--- src/rtl/hpt_pkg.sv ---
package hpt_pkg;

    localparam int PAGE_W    = 40;
    localparam int HOT_W     = 32;
    localparam int CMD_W     = 2;
    localparam int STATUS_W  = 2;
    localparam int RCOUNT_W  = 7;
    localparam int RANK_W    = 6;
    localparam int SIZE_W    = 7;

    // most entries a single read returns
    localparam int MAX_RESULTS = 16;

    localparam logic [CMD_W-1:0] CMD_INSERT = 2'd0;
    localparam logic [CMD_W-1:0] CMD_DELETE = 2'd1;
    localparam logic [CMD_W-1:0] CMD_UPDATE = 2'd2;
    localparam logic [CMD_W-1:0] CMD_READ   = 2'd3;

    localparam logic [STATUS_W-1:0] ST_DONE      = 2'd0;
    localparam logic [STATUS_W-1:0] ST_REJECTED  = 2'd1;
    localparam logic [STATUS_W-1:0] ST_NOT_FOUND = 2'd2;

    typedef struct packed {
        logic [PAGE_W-1:0] page;
        logic [HOT_W-1:0]  hot;
    } entry_t;

    typedef struct packed {
        logic page_match;
        logic not_hotter;
    } cmp_t;

endpackage

--- src/rtl/hpt_store.sv ---
module hpt_store #(
    parameter int DEPTH = 16,
    parameter int IDX_W = 4
) (
    input  logic                clk,
    input  logic                wr_en,
    input  logic [IDX_W-1:0]    wr_addr,
    input  hpt_pkg::entry_t     wr_entry,
    input  logic                rd_en,
    input  logic [IDX_W-1:0]    rd_addr,
    output hpt_pkg::entry_t     rd_entry
);
    import hpt_pkg::*;

    entry_t mem [DEPTH];
    entry_t rd_entry_reg;

    // one write port, one registered read port
    always_ff @(posedge clk)
    begin
        if (wr_en)
        begin
            mem[wr_addr] <= wr_entry;
        end
    end

    always_ff @(posedge clk)
    begin
        if (rd_en)
        begin
            rd_entry_reg <= mem[rd_addr];
        end
    end

    assign rd_entry = rd_entry_reg;

endmodule

--- src/rtl/hpt_cmp.sv ---
module hpt_cmp (
    input  hpt_pkg::entry_t                 stored,
    input  logic [hpt_pkg::PAGE_W-1:0]      key_page,
    input  logic [hpt_pkg::HOT_W-1:0]       key_hot,
    output hpt_pkg::cmp_t                   result
);
    import hpt_pkg::*;

    // shared compare used by every insert and delete scan step
    always_comb
    begin
        result.page_match = (stored.page == key_page);
        result.not_hotter = (stored.hot <= key_hot);
    end

endmodule

--- src/rtl/hot_page_top_n_tracker.sv ---
// hot page top-n tracker
// keeps up to CAPACITY pages sorted by stored hotness, hottest at rank 0
// input channel (in_valid / in_ready): one command per transfer
//   insert, delete, update (delete then insert) or read of the top entries
// output channel (out_valid / out_ready): one result per insert, delete or
//   update; a read gives one result per entry returned (at most 16), or a
//   single empty result, with last set on the final one
// the block works on one command at a time; in_ready is high only when idle
// the scan steps one table entry a cycle through the single read port of the
//   table memory and, for insert and delete, the shared compare unit
// a result sits in an output register; a stalled receiver holds a read's scan
//   and the final result of any other command until the register is taken,
//   nothing is lost or repeated
// reset empties the table (fill count to zero); table contents are never
//   used beyond the fill count, so the memory needs no clearing pass
module hot_page_top_n_tracker #(
    parameter int CAPACITY = 16
) (
    input  logic                              clk,
    input  logic                              rst_n,
    input  logic                              in_valid,
    output logic                              in_ready,
    input  logic [hpt_pkg::CMD_W-1:0]         command,
    input  logic [hpt_pkg::PAGE_W-1:0]        page_id,
    input  logic [hpt_pkg::HOT_W-1:0]         hotness,
    input  logic [hpt_pkg::RCOUNT_W-1:0]      read_count,
    output logic                              out_valid,
    input  logic                              out_ready,
    output logic [hpt_pkg::STATUS_W-1:0]      status,
    output logic                              evicted_valid,
    output logic [hpt_pkg::PAGE_W-1:0]        evicted_page,
    output logic                              entry_valid,
    output logic [hpt_pkg::RANK_W-1:0]        entry_rank,
    output logic [hpt_pkg::PAGE_W-1:0]        entry_page,
    output logic [hpt_pkg::HOT_W-1:0]         entry_hotness,
    output logic [hpt_pkg::SIZE_W-1:0]        table_size,
    output logic                              last
);
    import hpt_pkg::*;

    localparam int IDX_W = (CAPACITY > 1) ? $clog2(CAPACITY) : 1;
    localparam int CNT_W = $clog2(CAPACITY + 1);

    // sequencer states
    localparam logic [2:0] S_IDLE      = 3'd0;
    localparam logic [2:0] S_INS_ISSUE = 3'd1;
    localparam logic [2:0] S_INS       = 3'd2;
    localparam logic [2:0] S_INS_PUT   = 3'd3;
    localparam logic [2:0] S_DEL       = 3'd4;
    localparam logic [2:0] S_READ      = 3'd5;
    localparam logic [2:0] S_RESULT    = 3'd6;

    logic [2:0]           state_reg, state_next;
    logic [IDX_W-1:0]     idx_reg, idx_next;
    logic [CNT_W-1:0]     fill_reg, fill_next;
    logic                 found_reg, found_next;
    logic [STATUS_W-1:0]  status_reg, status_next;
    logic                 ev_valid_reg, ev_valid_next;
    logic [PAGE_W-1:0]    ev_page_reg, ev_page_next;

    // latched command
    logic [CMD_W-1:0]     cmd_reg;
    logic [PAGE_W-1:0]    page_reg;
    logic [HOT_W-1:0]     hot_reg;
    logic [RCOUNT_W-1:0]  last_idx_reg, last_idx_next;

    // output register
    logic                 out_valid_reg, out_valid_next;
    logic                 out_load;
    logic [STATUS_W-1:0]  o_status_reg, o_status_next;
    logic                 o_ev_valid_reg, o_ev_valid_next;
    logic [PAGE_W-1:0]    o_ev_page_reg, o_ev_page_next;
    logic                 o_en_valid_reg, o_en_valid_next;
    logic [RANK_W-1:0]    o_rank_reg, o_rank_next;
    logic [PAGE_W-1:0]    o_en_page_reg, o_en_page_next;
    logic [HOT_W-1:0]     o_en_hot_reg, o_en_hot_next;
    logic [SIZE_W-1:0]    o_size_reg, o_size_next;
    logic                 o_last_reg, o_last_next;

    // table memory ports
    logic                 wr_en;
    logic [IDX_W-1:0]     wr_addr;
    entry_t               wr_entry;
    logic                 rd_en;
    logic [IDX_W-1:0]     rd_addr;
    entry_t               rd_entry;
    cmp_t                 cmp;

    logic                 accept;
    logic                 out_free;
    logic                 full;
    logic [IDX_W-1:0]     fill_top;
    logic [IDX_W-1:0]     cap_top;
    logic                 del_hit;
    logic [RCOUNT_W-1:0]  fill_ext;
    logic [RCOUNT_W-1:0]  n_fill;
    logic [RCOUNT_W-1:0]  n_read;
    entry_t               new_entry;

    hpt_store #(
        .DEPTH (CAPACITY),
        .IDX_W (IDX_W)
    ) u_store (
        .clk      (clk),
        .wr_en    (wr_en),
        .wr_addr  (wr_addr),
        .wr_entry (wr_entry),
        .rd_en    (rd_en),
        .rd_addr  (rd_addr),
        .rd_entry (rd_entry)
    );

    hpt_cmp u_cmp (
        .stored   (rd_entry),
        .key_page (page_reg),
        .key_hot  (hot_reg),
        .result   (cmp)
    );

    assign in_ready  = (state_reg == S_IDLE);
    assign accept    = in_valid && in_ready;
    assign out_free  = !out_valid_reg || out_ready;
    assign full      = (fill_reg == CNT_W'(CAPACITY));
    assign fill_top  = IDX_W'(fill_reg - CNT_W'(1));
    assign cap_top   = IDX_W'(CAPACITY - 1);
    assign del_hit   = found_reg || cmp.page_match;
    assign new_entry = '{page: page_reg, hot: hot_reg};

    // entries a read returns: min(read_count, fill, result limit)
    assign fill_ext = RCOUNT_W'(fill_reg);
    assign n_fill   = (read_count < fill_ext) ? read_count : fill_ext;
    assign n_read   = (n_fill < RCOUNT_W'(MAX_RESULTS)) ? n_fill : RCOUNT_W'(MAX_RESULTS);

    // sequencer
    always_comb
    begin
        state_next    = state_reg;
        idx_next      = idx_reg;
        fill_next     = fill_reg;
        found_next    = found_reg;
        status_next   = status_reg;
        ev_valid_next = ev_valid_reg;
        ev_page_next  = ev_page_reg;
        last_idx_next = last_idx_reg;
        rd_en         = 1'b0;
        rd_addr       = '0;
        wr_en         = 1'b0;
        wr_addr       = '0;
        wr_entry      = rd_entry;
        out_load      = 1'b0;

        case (state_reg)
            S_IDLE:
            begin
                // rank 0 is fetched ahead for delete, update and read
                rd_en = 1'b1;
                if (accept)
                begin
                    idx_next      = '0;
                    found_next    = 1'b0;
                    status_next   = ST_DONE;
                    ev_valid_next = 1'b0;
                    ev_page_next  = '0;
                    last_idx_next = n_read - RCOUNT_W'(1);
                    case (command)
                        CMD_READ:
                        begin
                            state_next = (n_read == '0) ? S_RESULT : S_READ;
                        end
                        CMD_INSERT:
                        begin
                            state_next = S_INS_ISSUE;
                        end
                        default:
                        begin
                            if (fill_reg == '0)
                            begin
                                status_next = ST_NOT_FOUND;
                                state_next  = S_RESULT;
                            end
                            else
                            begin
                                state_next = S_DEL;
                            end
                        end
                    endcase
                end
            end

            S_INS_ISSUE:
            begin
                if (fill_reg == '0)
                begin
                    wr_en      = 1'b1;
                    wr_entry   = new_entry;
                    fill_next  = fill_reg + CNT_W'(1);
                    state_next = S_RESULT;
                end
                else
                begin
                    // scan upward from the coldest entry
                    rd_en      = 1'b1;
                    rd_addr    = fill_top;
                    idx_next   = fill_top;
                    state_next = S_INS;
                end
            end

            S_INS:
            begin
                if (full && idx_reg == cap_top)
                begin
                    // coldest entry of a full table decides reject or evict
                    if (!cmp.not_hotter)
                    begin
                        status_next = ST_REJECTED;
                        state_next  = S_RESULT;
                    end
                    else
                    begin
                        ev_valid_next = 1'b1;
                        ev_page_next  = rd_entry.page;
                        if (idx_reg == '0)
                        begin
                            wr_en      = 1'b1;
                            wr_entry   = new_entry;
                            state_next = S_RESULT;
                        end
                        else
                        begin
                            rd_en    = 1'b1;
                            rd_addr  = idx_reg - IDX_W'(1);
                            idx_next = idx_reg - IDX_W'(1);
                        end
                    end
                end
                else if (cmp.not_hotter)
                begin
                    // entry moves one rank down
                    wr_en   = 1'b1;
                    wr_addr = idx_reg + IDX_W'(1);
                    if (idx_reg == '0)
                    begin
                        state_next = S_INS_PUT;
                    end
                    else
                    begin
                        rd_en    = 1'b1;
                        rd_addr  = idx_reg - IDX_W'(1);
                        idx_next = idx_reg - IDX_W'(1);
                    end
                end
                else
                begin
                    wr_en      = 1'b1;
                    wr_addr    = idx_reg + IDX_W'(1);
                    wr_entry   = new_entry;
                    state_next = S_RESULT;
                    if (!full)
                    begin
                        fill_next = fill_reg + CNT_W'(1);
                    end
                end
            end

            S_INS_PUT:
            begin
                wr_en      = 1'b1;
                wr_entry   = new_entry;
                state_next = S_RESULT;
                if (!full)
                begin
                    fill_next = fill_reg + CNT_W'(1);
                end
            end

            S_DEL:
            begin
                // after the hit every entry moves one rank up
                if (found_reg)
                begin
                    wr_en   = 1'b1;
                    wr_addr = idx_reg - IDX_W'(1);
                end
                else if (cmp.page_match)
                begin
                    found_next = 1'b1;
                end

                if (idx_reg == fill_top)
                begin
                    if (del_hit)
                    begin
                        fill_next  = fill_reg - CNT_W'(1);
                        state_next = (cmd_reg == CMD_UPDATE) ? S_INS_ISSUE : S_RESULT;
                    end
                    else
                    begin
                        status_next = ST_NOT_FOUND;
                        state_next  = S_RESULT;
                    end
                end
                else
                begin
                    rd_en    = 1'b1;
                    rd_addr  = idx_reg + IDX_W'(1);
                    idx_next = idx_reg + IDX_W'(1);
                end
            end

            S_READ:
            begin
                if (out_free)
                begin
                    out_load = 1'b1;
                    if (RCOUNT_W'(idx_reg) == last_idx_reg)
                    begin
                        state_next = S_IDLE;
                    end
                    else
                    begin
                        rd_en    = 1'b1;
                        rd_addr  = idx_reg + IDX_W'(1);
                        idx_next = idx_reg + IDX_W'(1);
                    end
                end
            end

            S_RESULT:
            begin
                if (out_free)
                begin
                    out_load   = 1'b1;
                    state_next = S_IDLE;
                end
            end

            default:
            begin
                state_next = S_IDLE;
            end
        endcase
    end

    // next contents of the output register
    always_comb
    begin
        if (state_reg == S_READ)
        begin
            o_status_next   = ST_DONE;
            o_ev_valid_next = 1'b0;
            o_ev_page_next  = '0;
            o_en_valid_next = 1'b1;
            o_rank_next     = RANK_W'(idx_reg);
            o_en_page_next  = rd_entry.page;
            o_en_hot_next   = rd_entry.hot;
            o_last_next     = (RCOUNT_W'(idx_reg) == last_idx_reg);
        end
        else
        begin
            o_status_next   = status_reg;
            o_ev_valid_next = ev_valid_reg;
            o_ev_page_next  = ev_valid_reg ? ev_page_reg : '0;
            o_en_valid_next = 1'b0;
            o_rank_next     = '0;
            o_en_page_next  = '0;
            o_en_hot_next   = '0;
            o_last_next     = 1'b1;
        end
        o_size_next = SIZE_W'(fill_reg);

        if (out_load)
        begin
            out_valid_next = 1'b1;
        end
        else if (out_ready)
        begin
            out_valid_next = 1'b0;
        end
        else
        begin
            out_valid_next = out_valid_reg;
        end
    end

    // control state
    always_ff @(posedge clk or negedge rst_n)
    begin
        if (!rst_n)
        begin
            state_reg     <= S_IDLE;
            idx_reg       <= '0;
            fill_reg      <= '0;
            found_reg     <= 1'b0;
            out_valid_reg <= 1'b0;
        end
        else
        begin
            state_reg     <= state_next;
            idx_reg       <= idx_next;
            fill_reg      <= fill_next;
            found_reg     <= found_next;
            out_valid_reg <= out_valid_next;
        end
    end

    // payload
    always_ff @(posedge clk)
    begin
        status_reg   <= status_next;
        ev_valid_reg <= ev_valid_next;
        ev_page_reg  <= ev_page_next;
        last_idx_reg <= last_idx_next;
        if (accept)
        begin
            cmd_reg  <= command;
            page_reg <= page_id;
            hot_reg  <= hotness;
        end
        if (out_load)
        begin
            o_status_reg   <= o_status_next;
            o_ev_valid_reg <= o_ev_valid_next;
            o_ev_page_reg  <= o_ev_page_next;
            o_en_valid_reg <= o_en_valid_next;
            o_rank_reg     <= o_rank_next;
            o_en_page_reg  <= o_en_page_next;
            o_en_hot_reg   <= o_en_hot_next;
            o_size_reg     <= o_size_next;
            o_last_reg     <= o_last_next;
        end
    end

    assign out_valid     = out_valid_reg;
    assign status        = o_status_reg;
    assign evicted_valid = o_ev_valid_reg;
    assign evicted_page  = o_ev_page_reg;
    assign entry_valid   = o_en_valid_reg;
    assign entry_rank    = o_rank_reg;
    assign entry_page    = o_en_page_reg;
    assign entry_hotness = o_en_hot_reg;
    assign table_size    = o_size_reg;
    assign last          = o_last_reg;

endmodule

--- config.mk ---
export PLATFORM = sky130hd
export DESIGN_NAME = hot_page_top_n_tracker
export DESIGN_NICKNAME = d
export VERILOG_FILES = /design/src/rtl/hpt_pkg.sv /design/src/rtl/hpt_store.sv /design/src/rtl/hpt_cmp.sv /design/src/rtl/hot_page_top_n_tracker.sv
export SDC_FILE = /design/constraint.sdc
export NUM_CORES = 2
export LEC_CHECK = 0
export BUFFER_PORTS_ARGS = -buffer_cell sky130_fd_sc_hd__buf_2
export CAP_MARGIN = 25
export CORE_UTILIZATION = 39
export DETAILED_ROUTE_END_ITERATION = 12
export SLEW_MARGIN = 10
export SYNTH_ARGS = -nofsm -noshare
export SYNTH_HDL_FRONTEND = slang
export SYNTH_SLANG_ARGS = --single-unit
export TNS_END_PERCENT = 30
--- constraint.sdc ---
create_clock -name clk -period 7.23 [get_ports clk]
set_clock_uncertainty 0.1 [all_clocks]
set_input_delay 1.8075 -clock clk [delete_from_list [all_inputs] [get_ports clk]]
set_output_delay 1.8075 -clock clk [all_outputs]
set_load 0.005 [all_outputs]
==> run summary <==
DRT Pass-1 Iters: 6
CTS tree: done
Detailed Place HPWL: 90,100 um
Die width: 393 um
Total Routing Usage GR: 22.0%
CP Data Required Time: 7670 ps
Detailed Route Iter0 Violations: 3,827
Power density cells: 527 nW/um2
Vias in the first global route: 34.5k
WL/cell: 27.4 um
Synth top area cells: edfxtp_1 74%, mux2i_1 5.6%, nand2_1 3.6%
Synth top cells by count: 1,474 x edfxtp_1, 563 x nand2_1, 332 x mux2i_1, 202 x nand3_1, 173 x a221oi_1
Post-synth EDFFs: 1,474
R2R cell count: 12
Post-Synth Adder-Cell Area: 0.967%
Synth area leader: edfxtp_1
Slew @ Worst Pin: 1080 ps
Worst-path fanout max: 35
Synthesis-stage register bit count: 1,488
Sequential area share after synthesis: 75.0%
Relative slew margins: 27.7%
Primary FF master, synth: edfxtp_1
Final setup violation count: 0
Cell Rows: 142
I/O pins: 217
Post-CTS Repair Setup Buffers: 0
Gpl congestion: 0.853
H-tree Lvls: 4
Number of routed nets with antenna violations: 0
Status: finished clean
Pleak: 0.0249 uW
CTS Buffer Depth: 3
Cell Area, Synth: 59,500 um2
Simple-gate portion of the synthesized area: 8.69%
Max Slew Vio Count: 0
Final period util: 76.0%
Final TNS setup: 0 ps
Clk sinks: 1,488
Startpoint Class: flop
DRC Markers: 0
Worst-path clk slew: 60 ps
Minimum clock period: 5490 ps
Die height: 393 um
Compound-Gate Fraction of Synth Area: 5.79%
Core Footprint: 151,000 um2
Hold Buf Count CTS: 0
Area taken by multi-input logic gates: 13,800 um2
Clock Tree Root: clkbuf_16
Pin count of the biggest net entering global routing: 139
Final Hold Viols: 0
P&R area growth vs syn: 14.8%
WP data arrival: 5940 ps
Layout cells sized above 1: 15.2%
Max cap viols: 0
Total CTS buffers: 157
Port buffer count: 212
Post-synthesis mux area share: 6.38%
Die footprint: 154,000 um2
Post-cts sizing count: 0
Worst skew pair latency: 800 ps
Initial antenna violation count: 9
Post-Synth XOR/XNOR Area: 0.906%
Syn Area/Cell: 15.4 um2
Filler instances: 13.1k
Area share of the largest cell type after synthesis: 74.4%
Sequential cell area: 44,600 um2
Most common cell in the synthesized netlist: edfxtp_1
Max IR drop VDD: 0.000535 V
Max reg flops: 1,152
Fmax: 0.182 GHz
Hold Path Class: flop to flop
Global route total overflow: 0
Crit Path Class: flop to flop
Unrepaired setup endpoints after global routing: false
Crit end category: flop
Initial Utilization: 39.5%
Final Power: 36,000 uW
Via-per-instance ratio: 5.65
NumNets Final: 4,223
YS warnings: 0
Largest family of logic cells by synthesized area: simple AND/OR/NAND/NOR gates
Vias: 35.2k
Mapped Cells: 3,857
Hold depth: 1
Post-synth ARST share: 0.941%
Yosys cell types: 62
First-pass GRT wire length: 245,000 um
Detailed Route WL: 171,000 um
cell families (layout without fill, tap and decap cells):
family / after synthesis / count (layout)
flip-flops: 1488 / 1488
adder cells (fa/ha/maj): 46 / 46
multiplexers: 374 / 374
AO/OA/AOI/OAI: 490 / 490
buffers and inverters: 293 / 647
AND/OR/NAND/NOR: 1105 / 1105
other: 1 / 7
XOR/XNOR: 60 / 60
critical path, stage by stage (launching register included):
cell	delay [ps]
edfxtp_1	480
ha_1	350
nand4_1	210
nor4_1	770
nand2b_1	120
a31oi_1	310
a21oi_1	210
a31oi_4	820
and2_4	850
buf_4	540
a221oi_1	130
a21oi_1	250
nor3_2	50
power by group:
part           internal (uW)  switching (uW)  total, uW
sequential             13100             791      13900
clock                   4450            3380       7830
combinational           4300            9930      14200
per-layer routing:
layer | vias up | GRT usage [%] | wire length, um
li1 | 15400 | - | -
met1 | 18100 | 31.2 | 72800
met2 | 1540 | 35.2 | 81300
met3 | 263 | 3.43 | 12800
met4 | 0 | 6.13 | 4020
met5 | - | 0 | 0
per-stage QoR:
step / setup slack (ps) / area, um2 / cells / util (%) / hold WS, ps
after floorplan: 1460 / 59500 / 3860 / - / 320
after global placement: 1470 / 63300 / 5943 / 42.0 / 421
after detailed placement: 1420 / 63400 / 5947 / 42.1 / 418
after CTS: 1800 / 68300 / 6228 / 45.3 / 430
after global routing: 1570 / 68300 / 6230 / 45.3 / 463
final: 1740 / 68300 / 6233 / 45.3 / 427
path summary, 6_finish.rpt:
path,start,to,slack (ps)
max,u_store.rd_entry[29]$_DFFE_PP_,u_store.rd_entry[38]$_DFFE_PP_,1740
min,status_reg[0]$_DFFE_PP_,status[0]$_SDFFCE_PP0P_,430
max reg2reg,u_store.rd_entry[29]$_DFFE_PP_,u_store.rd_entry[38]$_DFFE_PP_,1740
min reg2reg,status_reg[0]$_DFFE_PP_,status[0]$_SDFFCE_PP0P_,430
max in group asynchronous,rst_n,state_reg[2]$_DFFE_PN0P_,5880
min in group asynchronous,rst_n,found_reg$_DFFE_PN0P_,830
area by class of cell:
type | count | share of cell area [%]
multi-input combinational | 2079 | 20.2
clock buffer | 188 | 5.95
timing repair buffer | 313 | 3.26
antenna | 3 | 0.0110
inverter | 53 | 0.295
sequential | 1488 | 65.3
tap | 2016 | 3.69
clock inverter | 93 | 1.26
cell usage in the layout, fill, tap and decap left out, types with 52 or more instances in the layout:
cell type | Yosys | final
nand3_1 | 202 | 202
clkbuf_16 | 0 | 158
nand2_1 | 563 | 561
buf_2 | 42 | 213
buf_4 | 31 | 69
edfxtp_1 | 1474 | 1474
o21ai_0 | 97 | 95
a21oi_1 | 148 | 147
a221oi_1 | 173 | 173
inv_1 | 53 | 52
and3_1 | 153 | 153
mux2i_1 | 332 | 332
nand4_1 | 66 | 66
Note: power is estimated with default switching activity, not from simulation.
